**src/sv/totp_pkg.sv**
```systemverilog
// Package for the TOTP code generator: controller states, command and status
// structs, SHA-1 constants. No dependencies.
`default_nettype none
package totp_pkg;

    typedef enum logic [3:0] {
        ST_IDLE,
        ST_DIV,
        ST_LOAD,
        ST_ROUND,
        ST_FOLD,
        ST_MOD,
        ST_OUT
    } t_state;

    // Block selects for the shared compression unit
    typedef enum logic [1:0] {
        BLK_IPAD,
        BLK_MSG,
        BLK_OPAD,
        BLK_INNER
    } t_blk;

    typedef struct packed {
        logic start;      // capture input, begin division
        logic div_step;   // one division step (quotient, then remainder)
        logic load;       // load block into schedule, chain into working vars
        t_blk blk;
        logic init_h;     // reset chaining value to IV
        logic round;      // one SHA-1 round
        logic fold;       // add working vars into chaining value
        logic save_inner; // keep inner digest
        logic trunc;      // dynamic truncation
        logic mod_step;   // one step of mod 1000000
    } t_cmd;

    typedef struct packed {
        logic div_done;
        logic rnd_done;
        logic mod_done;
    } t_sts;

    localparam logic [31:0] K0 = 32'h5a827999;
    localparam logic [31:0] K1 = 32'h6ed9eba1;
    localparam logic [31:0] K2 = 32'h8f1bbcdc;
    localparam logic [31:0] K3 = 32'hca62c1d6;
    localparam logic [159:0] SHA_IV =
        160'h67452301_efcdab89_98badcfe_10325476_c3d2e1f0;
    localparam logic [7:0] IPAD_BYTE = 8'h36;
    localparam logic [7:0] OPAD_BYTE = 8'h5c;
    localparam logic [7:0] PAD_BYTE  = 8'h80;
    localparam logic [31:0] TZ_SCALE = 32'd3600;
    localparam logic [30:0] OTP_MOD = 31'd1000000;
    localparam logic [4:0] STEP_SECS = 5'd30;
    // Reciprocal of 30: quotient = (t * DIV30_MAGIC) >> DIV30_SHIFT for any 32-bit t
    localparam logic [31:0] DIV30_MAGIC = 32'h88888889;
    localparam int DIV30_SHIFT = 36;
    // Largest shift of OTP_MOD still below 2^31; the modulo walks down from it
    localparam logic [3:0] MOD_TOP_SHIFT = 4'd11;

endpackage
`default_nettype wire

```
**src/sv/totp_hmac_sha1_code.sv**
```systemverilog
// TOTP code generator, top level: configuration registers, controller and
// datapath. Depends on totp_pkg, totp_ctrl and totp_dp.
//
// Use: present a clock reading on i_epoch_seconds with i_valid. The transfer
// completes at an edge with i_valid high and o_stall low. The block then
// takes the time-zone offset off, divides by 30 (reciprocal multiply, then
// remainder), runs four SHA-1 compressions on one shared round unit (each:
// load, 80 rounds, fold), and reduces the truncated window mod 1000000 in
// twelve subtract steps. One item is in flight at a time, and the next input
// is taken in the cycle after the output transfer.
// The result holds on o_otp_code and o_seconds_left with o_valid high until
// a transfer with i_stall low; o_stall stays high until then.
// Reset (synchronous, active low) clears the key to zero, sets the offset to
// one hour and returns the controller to idle. Configuration is to be written
// through i_cfg_we/i_cfg_index/i_cfg_data only while idle; the block itself
// does not enforce this.
`default_nettype none
module totp_hmac_sha1_code #(
    parameter int KEY_BYTES = 10
) (
    input  wire         i_clk,
    input  wire         i_rst_n,
    input  wire         i_valid,
    output logic        o_stall,
    input  wire  [31:0] i_epoch_seconds,
    output logic        o_valid,
    input  wire         i_stall,
    output logic [19:0] o_otp_code,
    output logic [4:0]  o_seconds_left,
    input  wire         i_cfg_we,
    input  wire  [1:0]  i_cfg_index,
    input  wire  [63:0] i_cfg_data
);
    import totp_pkg::*;

    localparam logic [1:0] REG_KEY_HIGH = 2'd0;
    localparam logic [1:0] REG_KEY_LOW  = 2'd1;
    localparam logic [1:0] REG_TZ       = 2'd2;

    logic [15:0] r_key_high;
    logic [63:0] r_key_low;
    logic [4:0]  r_tz;

    // Hold configuration; writes beyond the register list drop
    always_ff @(posedge i_clk) begin
        if (!i_rst_n) begin
            r_key_high <= 16'd0;
            r_key_low  <= 64'd0;
            r_tz       <= 5'd1;
        end else if (i_cfg_we) begin
            case (i_cfg_index)
                REG_KEY_HIGH: r_key_high <= i_cfg_data[15:0];
                REG_KEY_LOW:  r_key_low  <= i_cfg_data;
                REG_TZ:       r_tz       <= i_cfg_data[4:0];
                default:      ;
            endcase
        end
    end

    t_cmd w_cmd;
    t_sts w_sts;

    totp_ctrl u_ctrl (
        .i_clk   (i_clk),
        .i_rst_n (i_rst_n),
        .i_valid (i_valid),
        .o_stall (o_stall),
        .o_valid (o_valid),
        .i_stall (i_stall),
        .o_cmd   (w_cmd),
        .i_sts   (w_sts)
    );

    totp_dp #(.KEY_BYTES(KEY_BYTES)) u_dp (
        .i_clk           (i_clk),
        .i_rst_n         (i_rst_n),
        .i_epoch_seconds (i_epoch_seconds),
        .i_key_high      (r_key_high),
        .i_key_low       (r_key_low),
        .i_tz            (r_tz),
        .i_cmd           (w_cmd),
        .o_sts           (w_sts),
        .o_otp_code      (o_otp_code),
        .o_seconds_left  (o_seconds_left)
    );
endmodule
`default_nettype wire

```
**src/sv/totp_ctrl.sv**
```systemverilog
// Controller for the TOTP code generator: sequences division, four SHA-1
// compressions, truncation and modulo. Depends on totp_pkg.
`default_nettype none
module totp_ctrl (
    input  wire               i_clk,
    input  wire               i_rst_n,
    input  wire               i_valid,
    output logic              o_stall,
    output logic              o_valid,
    input  wire               i_stall,
    output totp_pkg::t_cmd    o_cmd,
    input  totp_pkg::t_sts    i_sts
);
    import totp_pkg::*;

    t_state r_state, n_state;
    t_blk   r_blk, n_blk;

    always_ff @(posedge i_clk) begin
        if (!i_rst_n) begin
            r_state <= ST_IDLE;
            r_blk   <= BLK_IPAD;
        end else begin
            r_state <= n_state;
            r_blk   <= n_blk;
        end
    end

    always_comb begin
        n_state = r_state;
        n_blk   = r_blk;
        case (r_state)
            ST_IDLE:  if (i_valid) n_state = ST_DIV;
            ST_DIV:   if (i_sts.div_done) begin
                n_state = ST_LOAD;
                n_blk   = BLK_IPAD;
            end
            ST_LOAD:  n_state = ST_ROUND;
            ST_ROUND: if (i_sts.rnd_done) n_state = ST_FOLD;
            ST_FOLD:  begin
                n_blk = t_blk'(r_blk + 2'd1);
                n_state = (r_blk == BLK_INNER) ? ST_MOD : ST_LOAD;
            end
            ST_MOD:   if (i_sts.mod_done) n_state = ST_OUT;
            ST_OUT:   if (!i_stall) n_state = ST_IDLE;
            default:  n_state = ST_IDLE;
        endcase
    end

    always_comb begin
        o_cmd = '0;
        o_cmd.blk = r_blk;
        o_stall = (r_state != ST_IDLE);
        o_valid = (r_state == ST_OUT);
        case (r_state)
            ST_IDLE:  o_cmd.start = i_valid;
            ST_DIV:   o_cmd.div_step = 1'b1;
            ST_LOAD:  begin
                o_cmd.load   = 1'b1;
                o_cmd.init_h = (r_blk == BLK_IPAD) || (r_blk == BLK_OPAD);
            end
            ST_ROUND: o_cmd.round = 1'b1;
            ST_FOLD:  begin
                o_cmd.fold       = 1'b1;
                o_cmd.save_inner = (r_blk == BLK_MSG);
                o_cmd.trunc      = (r_blk == BLK_INNER);
            end
            ST_MOD:   o_cmd.mod_step = 1'b1;
            default:  ;
        endcase
    end
endmodule
`default_nettype wire

```
**src/sv/totp_dp.sv**
```systemverilog
// Datapath for the TOTP code generator: time division by reciprocal
// multiplication, shared SHA-1 round unit, truncation and serial modulo.
// Depends on totp_pkg.
`default_nettype none
module totp_dp #(
    parameter int KEY_BYTES = 10
) (
    input  wire                i_clk,
    input  wire                i_rst_n,
    input  wire [31:0]         i_epoch_seconds,
    input  wire [15:0]         i_key_high,
    input  wire [63:0]         i_key_low,
    input  wire signed [4:0]   i_tz,
    input  totp_pkg::t_cmd     i_cmd,
    output totp_pkg::t_sts     o_sts,
    output logic [19:0]        o_otp_code,
    output logic [4:0]         o_seconds_left
);
    import totp_pkg::*;

    localparam int KB = (KEY_BYTES < 10) ? KEY_BYTES : 10;

    // Division by 30: quotient from the reciprocal product in the first
    // step, remainder from quotient * 30 in the second
    logic [31:0] r_adj;
    logic        r_dcnt;
    logic [31:0] r_counter;
    logic [63:0] w_prod;
    logic [31:0] w_qx30;
    logic [31:0] w_rem;
    logic signed [31:0] w_tzs;

    assign w_tzs  = 32'(i_tz) * $signed(TZ_SCALE);
    assign w_prod = 64'(r_adj) * 64'(DIV30_MAGIC);
    assign w_qx30 = {r_counter[26:0], 5'd0} - {r_counter[30:0], 1'b0};
    assign w_rem  = r_adj - w_qx30;

    always_ff @(posedge i_clk) begin
        if (!i_rst_n) begin
            r_dcnt <= 1'b0;
        end else if (i_cmd.start) begin
            r_adj  <= i_epoch_seconds - 32'(w_tzs);
            r_dcnt <= 1'b0;
        end else if (i_cmd.div_step) begin
            if (!r_dcnt) begin
                r_counter <= {4'h0, w_prod[63:DIV30_SHIFT]};
            end else begin
                o_seconds_left <= STEP_SECS - w_rem[4:0];
            end
            r_dcnt <= ~r_dcnt;
        end
    end

    assign o_sts.div_done = i_cmd.div_step && r_dcnt;

    // Key bytes, masked to the used length
    logic [79:0] w_key;
    always_comb begin
        w_key = {i_key_high, i_key_low};
        for (int i = 0; i < 10; i++) begin
            if (i >= KB) w_key[79 - 8*i -: 8] = 8'h00;
        end
    end

    // Build the 512-bit block for the current compression
    logic [511:0] w_block;
    logic [159:0] r_inner;
    always_comb begin
        w_block = '0;
        case (i_cmd.blk)
            BLK_IPAD:  w_block = {w_key, 432'h0} ^ {64{IPAD_BYTE}};
            BLK_OPAD:  w_block = {w_key, 432'h0} ^ {64{OPAD_BYTE}};
            BLK_MSG:   w_block = {32'h0, r_counter, PAD_BYTE, 424'h0, 16'd576};
            BLK_INNER: w_block = {r_inner, PAD_BYTE, 328'h0, 16'd672};
            default:   w_block = '0;
        endcase
    end

    // Message schedule as a 16-word sliding window
    logic [31:0]  r_w [16];
    logic [159:0] r_h;
    logic [31:0]  r_a, r_b, r_c, r_d, r_e;
    logic [6:0]   r_rnd;
    logic [31:0]  w_f, w_k, w_t, w_wn, w_x;

    assign w_x  = r_w[13] ^ r_w[8] ^ r_w[2] ^ r_w[0];
    assign w_wn = {w_x[30:0], w_x[31]};

    always_comb begin
        if (r_rnd < 7'd20) begin
            w_f = r_d ^ (r_b & (r_c ^ r_d)); w_k = K0;
        end else if (r_rnd < 7'd40) begin
            w_f = r_b ^ r_c ^ r_d; w_k = K1;
        end else if (r_rnd < 7'd60) begin
            w_f = (r_b & r_c) | (r_d & (r_b | r_c)); w_k = K2;
        end else begin
            w_f = r_b ^ r_c ^ r_d; w_k = K3;
        end
        w_t = {r_a[26:0], r_a[31:27]} + w_f + w_k + r_e + r_w[0];
    end

    logic [159:0] w_hin;
    assign w_hin = i_cmd.init_h ? SHA_IV : r_h;

    always_ff @(posedge i_clk) begin
        if (!i_rst_n) begin
            r_rnd <= 7'd0;
        end else if (i_cmd.load) begin
            for (int i = 0; i < 16; i++) r_w[i] <= w_block[511 - 32*i -: 32];
            {r_a, r_b, r_c, r_d, r_e} <= w_hin;
            r_h   <= w_hin;
            r_rnd <= 7'd0;
        end else if (i_cmd.round) begin
            for (int i = 0; i < 15; i++) r_w[i] <= r_w[i+1];
            r_w[15] <= w_wn;
            r_e <= r_d;
            r_d <= r_c;
            r_c <= {r_b[1:0], r_b[31:2]};
            r_b <= r_a;
            r_a <= w_t;
            r_rnd <= r_rnd + 7'd1;
        end else if (i_cmd.fold) begin
            r_h <= {r_h[159:128] + r_a, r_h[127:96] + r_b, r_h[95:64] + r_c,
                    r_h[63:32] + r_d, r_h[31:0] + r_e};
        end
    end

    assign o_sts.rnd_done = i_cmd.round && (r_rnd == 7'd79);

    // Digest after fold, combinational view for truncation
    logic [159:0] w_dig;
    logic [3:0]   w_ofs;
    logic [31:0]  w_win;
    assign w_dig = {r_h[159:128] + r_a, r_h[127:96] + r_b, r_h[95:64] + r_c,
                    r_h[63:32] + r_d, r_h[31:0] + r_e};
    assign w_ofs = w_dig[3:0];
    assign w_win = w_dig[159 - 8*w_ofs -: 32];

    // Mod 1000000 by shifting subtraction, 12 steps of OTP_MOD << 11 down to << 0
    logic [30:0] r_val;
    logic [3:0]  r_mcnt;
    logic [30:0] w_sub;
    assign w_sub = OTP_MOD << (MOD_TOP_SHIFT - r_mcnt);

    always_ff @(posedge i_clk) begin
        if (!i_rst_n) begin
            r_mcnt <= 4'd0;
        end else begin
            if (i_cmd.save_inner) r_inner <= w_dig;
            if (i_cmd.trunc) begin
                r_val  <= w_win[30:0];
                r_mcnt <= 4'd0;
            end else if (i_cmd.mod_step) begin
                if (r_val >= w_sub) r_val <= r_val - w_sub;
                r_mcnt <= r_mcnt + 4'd1;
            end
        end
    end

    assign o_sts.mod_done = i_cmd.mod_step && (r_mcnt == MOD_TOP_SHIFT);
    assign o_otp_code     = r_val[19:0];
endmodule
`default_nettype wire
```
**config.mk**
```make
export PLATFORM = sky130hd
export DESIGN_NAME = totp_hmac_sha1_code
export DESIGN_NICKNAME = d
export VERILOG_FILES = /design/src/sv/totp_pkg.sv /design/src/sv/totp_hmac_sha1_code.sv /design/src/sv/totp_ctrl.sv /design/src/sv/totp_dp.sv
export SDC_FILE = /design/constraint.sdc
export NUM_CORES = 2
export LEC_CHECK = 0
export BUFFER_PORTS_ARGS = -buffer_cell sky130_fd_sc_hd__buf_2
export CORE_MARGIN = 1
export CORE_UTILIZATION = 60
export CTS_CLUSTER_DIAMETER = 100
export CTS_CLUSTER_SIZE = 10
export DETAILED_ROUTE_END_ITERATION = 8
export GPL_TIMING_DRIVEN = 0
export PLACE_DENSITY = 0.77
export SETUP_SLACK_MARGIN = 0.15
export SLEW_MARGIN = 10
export SYNTH_ARGS = -nofsm -noshare
export SYNTH_HDL_FRONTEND = slang
export SYNTH_SLANG_ARGS = --single-unit
```
**constraint.sdc**
```tcl
create_clock -name i_clk -period 49.9 [get_ports i_clk]
set_input_delay 9.98 -clock i_clk [delete_from_list [all_inputs] [get_ports i_clk]]
set_output_delay 9.98 -clock i_clk [all_outputs]
set_load 0.03 [all_outputs]
```
==> flow_summary.toml <==
[worst_setup_path]
regToRegSetupSlack_ns = 40.17
crit_path_end_kind = "flip-flop"
crit_required_ns = 50.39
critical_path_class = "in2reg"
startpoint_type_of_the_worst_setup_path = "input pin"
worstPathMaxFanout = 55
timing.reg2reg.worst_path_depth = 14
r2r_startpoint = "u_dp.r_e[0]"
terminus_of_the_critical_flop_to_flop_path = "u_dp.r_val[23]"
cp_data_arrival_time_ns = 13.61

[timing]
min_period_ns = 13.12
timing.fmax_ghz = 0.0762
worst_slack_ns = 36.78
finalHoldViolations = 0
finalCritPeriodShare = 0.263
finalSetupViolations = 0
clock-skew-final_ns = 0.0789
max_slew_margin = -0.0788
timing_worst_slew_pin_value_ns = 1.61
setup-tns-final_ns = 0
timing.final.max_slew_violations = 35
rsz0062_at_grt = "false"

[drt]
viasPerCell = 6.99
ant_nets = 0
drt-wirelength-per-cell_um = 35.1
wl_mm = 342
drt-initial-drc-count = 12671
num_vias = 68240
dr.pass1.iters = 8
remaining_drc_errors = 0

[clocking]
cts_tree = "yes"
cts.hold.buffers_added = 0
post-cts-setup-buffer-count = 0
clk-insertion-delay-late_ns = 0.82
clkSlewWorstSetupHoldPaths_ns = 0.05
cts-buffers-inserted = 140
clkSinkCount = 1190
cts_htree_levels = 4
max-clock-path-buffers = 3
cts_resized = 0
root_buffer = "sky130_fd_sc_hd__clkbuf_16"

[die]
core_region_area_sq_um = 128000
total_die_area_sq_um = 131000
num_rows = 131
initial_core_util = 0.608
floorplan.io_pins = 130
die_w_um = 362
die_h_um = 362

[min_path]
hp-start = "r_key_low[40]"
hold_end = "r_key_low[40]"
min-delay-path-class = "reg2reg"
holdPathStages = 2

[run]
max_cap_viol_count = 7

[grt]
grt_util_all_layers = 0.514
grt_overflow_total = 0
grt_max_degree = 67
grt_pass1_wl_mm = 468
grt_pass1_vias = 63307
antenna_found_initial = 56

[logic_synthesis]
post_synthesis_register_bit_count = 1190
synth_sequential_area_ratio = 0.445
number_of_enable_type_register_cells_in_the_synthesized_netlist = 1088
synth_nets = 8563
syn_area_per_cell_sq_um = 10.3
ys_types = 96
syn_area_sq_um = 78000
synth-warning-count = 0
post_synth_inst_count = 7592
synth-async-reset-ratio = 0
synth_top_flop_cell = "sky130_fd_sc_hd__edfxtp_1"

[cells_and_area]
fin_area_sq_um = 86600
mostFrequentLayoutCell = "sky130_fd_sc_hd__edfxtp_1"
areaGrowthSynthToFinish_pct = 11.0
final.fill_count = 9386
nets = 8895
final_layout_size_suffix_gt1_frac = 0.0712
layout.cells.most_common_list = "sky130_fd_sc_hd__edfxtp_1, sky130_fd_sc_hd__nand2_1, sky130_fd_sc_hd__nor2_1"

[status]
violated_checks = "capacitance limit, slew limit"
run_status = "complete, but fails checks"

[placed_design]
detailed_place.area_sq_um = 82200
buffer_ports.inserted = 128
detailedPlace.worstSlack_ns = 36.15
finalWeightedCongestion = 1.21
place.detailed.hpwl_mm = 267

[power_and_ir_drop]
totalPowerFinal_mw = 4.60
pwr_density_cell_nw_per_um2 = 53.2
static-leakage-power_nw = 34.9
power.ir.vdd_worst_v = 0.0000571
==> metrics by stage <==
step,util,hold slack (ns),cells
2_1_floorplan,-,0.443,7592
3_3_place_gp,0.630,0.451,9449
3_5_place_dp,0.641,0.457,9508
4_1_cts,0.674,0.468,9722
5_1_grt,0.675,0.490,9731
6_report,0.676,0.469,9763
==> metal layers <==
layer / vias to the layer above / global-route usage / wire length (um) / share of wire
met2: 6110 / 0.674 / 130000 / 0.38
met3: 1350 / 0.255 / 61800 / 0.18
met1: 32979 / 0.663 / 121000 / 0.35
met4: 52 / 0.335 / 28100 / 0.082
li1: 27749 / - / - / -
met5: - / 0.0255 / 909 / 0.0027
==> report_power, final <==
group	total [mW]	internal [mW]	switching [mW]
Clock	0.975	0.530	0.445
Sequential	1.34	1.26	0.0856
Combinational	2.29	0.787	1.50
==> critical path, cell delays in order <==
cell and delay, ns:
sky130_fd_sc_hd__clkbuf_1 0.39, sky130_fd_sc_hd__nand2_1 0.21, sky130_fd_sc_hd__clkbuf_1 0.59, sky130_fd_sc_hd__clkbuf_1 0.57, sky130_fd_sc_hd__buf_1 0.52, sky130_fd_sc_hd__nand2_4 0.38, sky130_fd_sc_hd__buf_16 0.32, sky130_fd_sc_hd__buf_16 0.25
sky130_fd_sc_hd__buf_16 0.26
==> cell usage after synthesis, drive strengths merged (17+ instances only) <==
cell type | count | area [sq um]
edfxtp | 1088 | 32700
nand2 | 1018 | 3820
nor2 | 667 | 2500
inv | 656 | 2460
ha | 579 | 7240
a21oi | 483 | 2420
o21ai | 364 | 1820
clkbuf | 312 | 1170
fa | 289 | 5790
xnor2 | 210 | 1850
xor2 | 142 | 1240
a21o | 133 | 998
dfxtp | 102 | 2040
mux2i | 95 | 951
a21boi | 94 | 706
nand3 | 92 | 460
a22o | 84 | 736
o22a | 83 | 727
and3 | 75 | 474
a211oi | 71 | 538
buf | 68 | 347
nor3 | 64 | 320
and2 | 63 | 394
o211ai | 63 | 478
a221oi | 59 | 523
a31oi | 55 | 344
o21a | 44 | 330
nand4 | 42 | 269
nor2b | 36 | 225
o221ai | 36 | 315
nand2b | 30 | 188
a22oi | 28 | 210
mux2 | 26 | 293
o21bai | 26 | 206
o221a | 23 | 259
a2111oi | 22 | 224
or3 | 17 | 106
==> cell type report <==
cell class | count | area, sq um | share of cell area
repair buffers | 190 | 1600 | 0.0184
diodes | 38 | 95.1 | 0.00110
inverters | 658 | 2470 | 0.0285
flip-flops and latches | 1190 | 34700 | 0.401
well taps | 1729 | 2160 | 0.0250
clock inverters | 22 | 490 | 0.00566
multi-input cells | 5364 | 39800 | 0.460
plain buffers | 380 | 1520 | 0.0176
clock buffers | 192 | 3700 | 0.0427
==> sequential cells by signal (all words and copies together) (netlist names) <==
signal	flops
u_dp.o_seconds_left	5
u_dp.r_adj	32
u_dp.r_inner	160
u_dp.r_mcnt	4
u_dp.r_w	512
u_ctrl.r_state	3
u_dp.r_dcnt	1
u_dp.r_e	32
u_dp.r_h	160
r_key_low	64
u_dp.r_a	32
r_key_high	16
u_dp.r_c	32
u_ctrl.r_blk	2
u_dp.r_val	31
u_dp.r_counter	28
u_dp.r_d	32
u_dp.r_b	32
r_tz	5
u_dp.r_rnd	7
==> cells by family (layout without fill, tap and decap cells) <==
logic type | Yosys count | count (layout) | synth area share
AO/OA/AOI/OAI | 1844 | 1844 | 0.159
adder cells (fa/ha/maj) | 868 | 868 | 0.167
multiplexers | 131 | 131 | 0.0188
flip-flops | 1190 | 1190 | 0.445
buffers and inverters | 1038 | 1442 | 0.0512
XOR/XNOR | 352 | 352 | 0.0397
other | 0 | 38 | 0
AND/OR/NAND/NOR | 2169 | 2169 | 0.119
==> worst max-delay path by stage <==
stage                     startpoint  cells past startpoint               to  slack, ns
after floorplan              i_rst_n                      6   u_dp.r_w[0][0]      26.92
after CTS                    i_rst_n                      8     u_dp.r_b[27]      36.91
after global placement       i_rst_n                      6  u_dp.r_w[5][11]      21.92
after detailed placement     i_rst_n                      8     u_dp.r_b[24]      36.15
after global routing         i_rst_n                      9     u_dp.r_b[29]      36.77
final                        i_rst_n                      9     u_dp.r_b[24]      36.78
(Power assumes the default switching activity.)
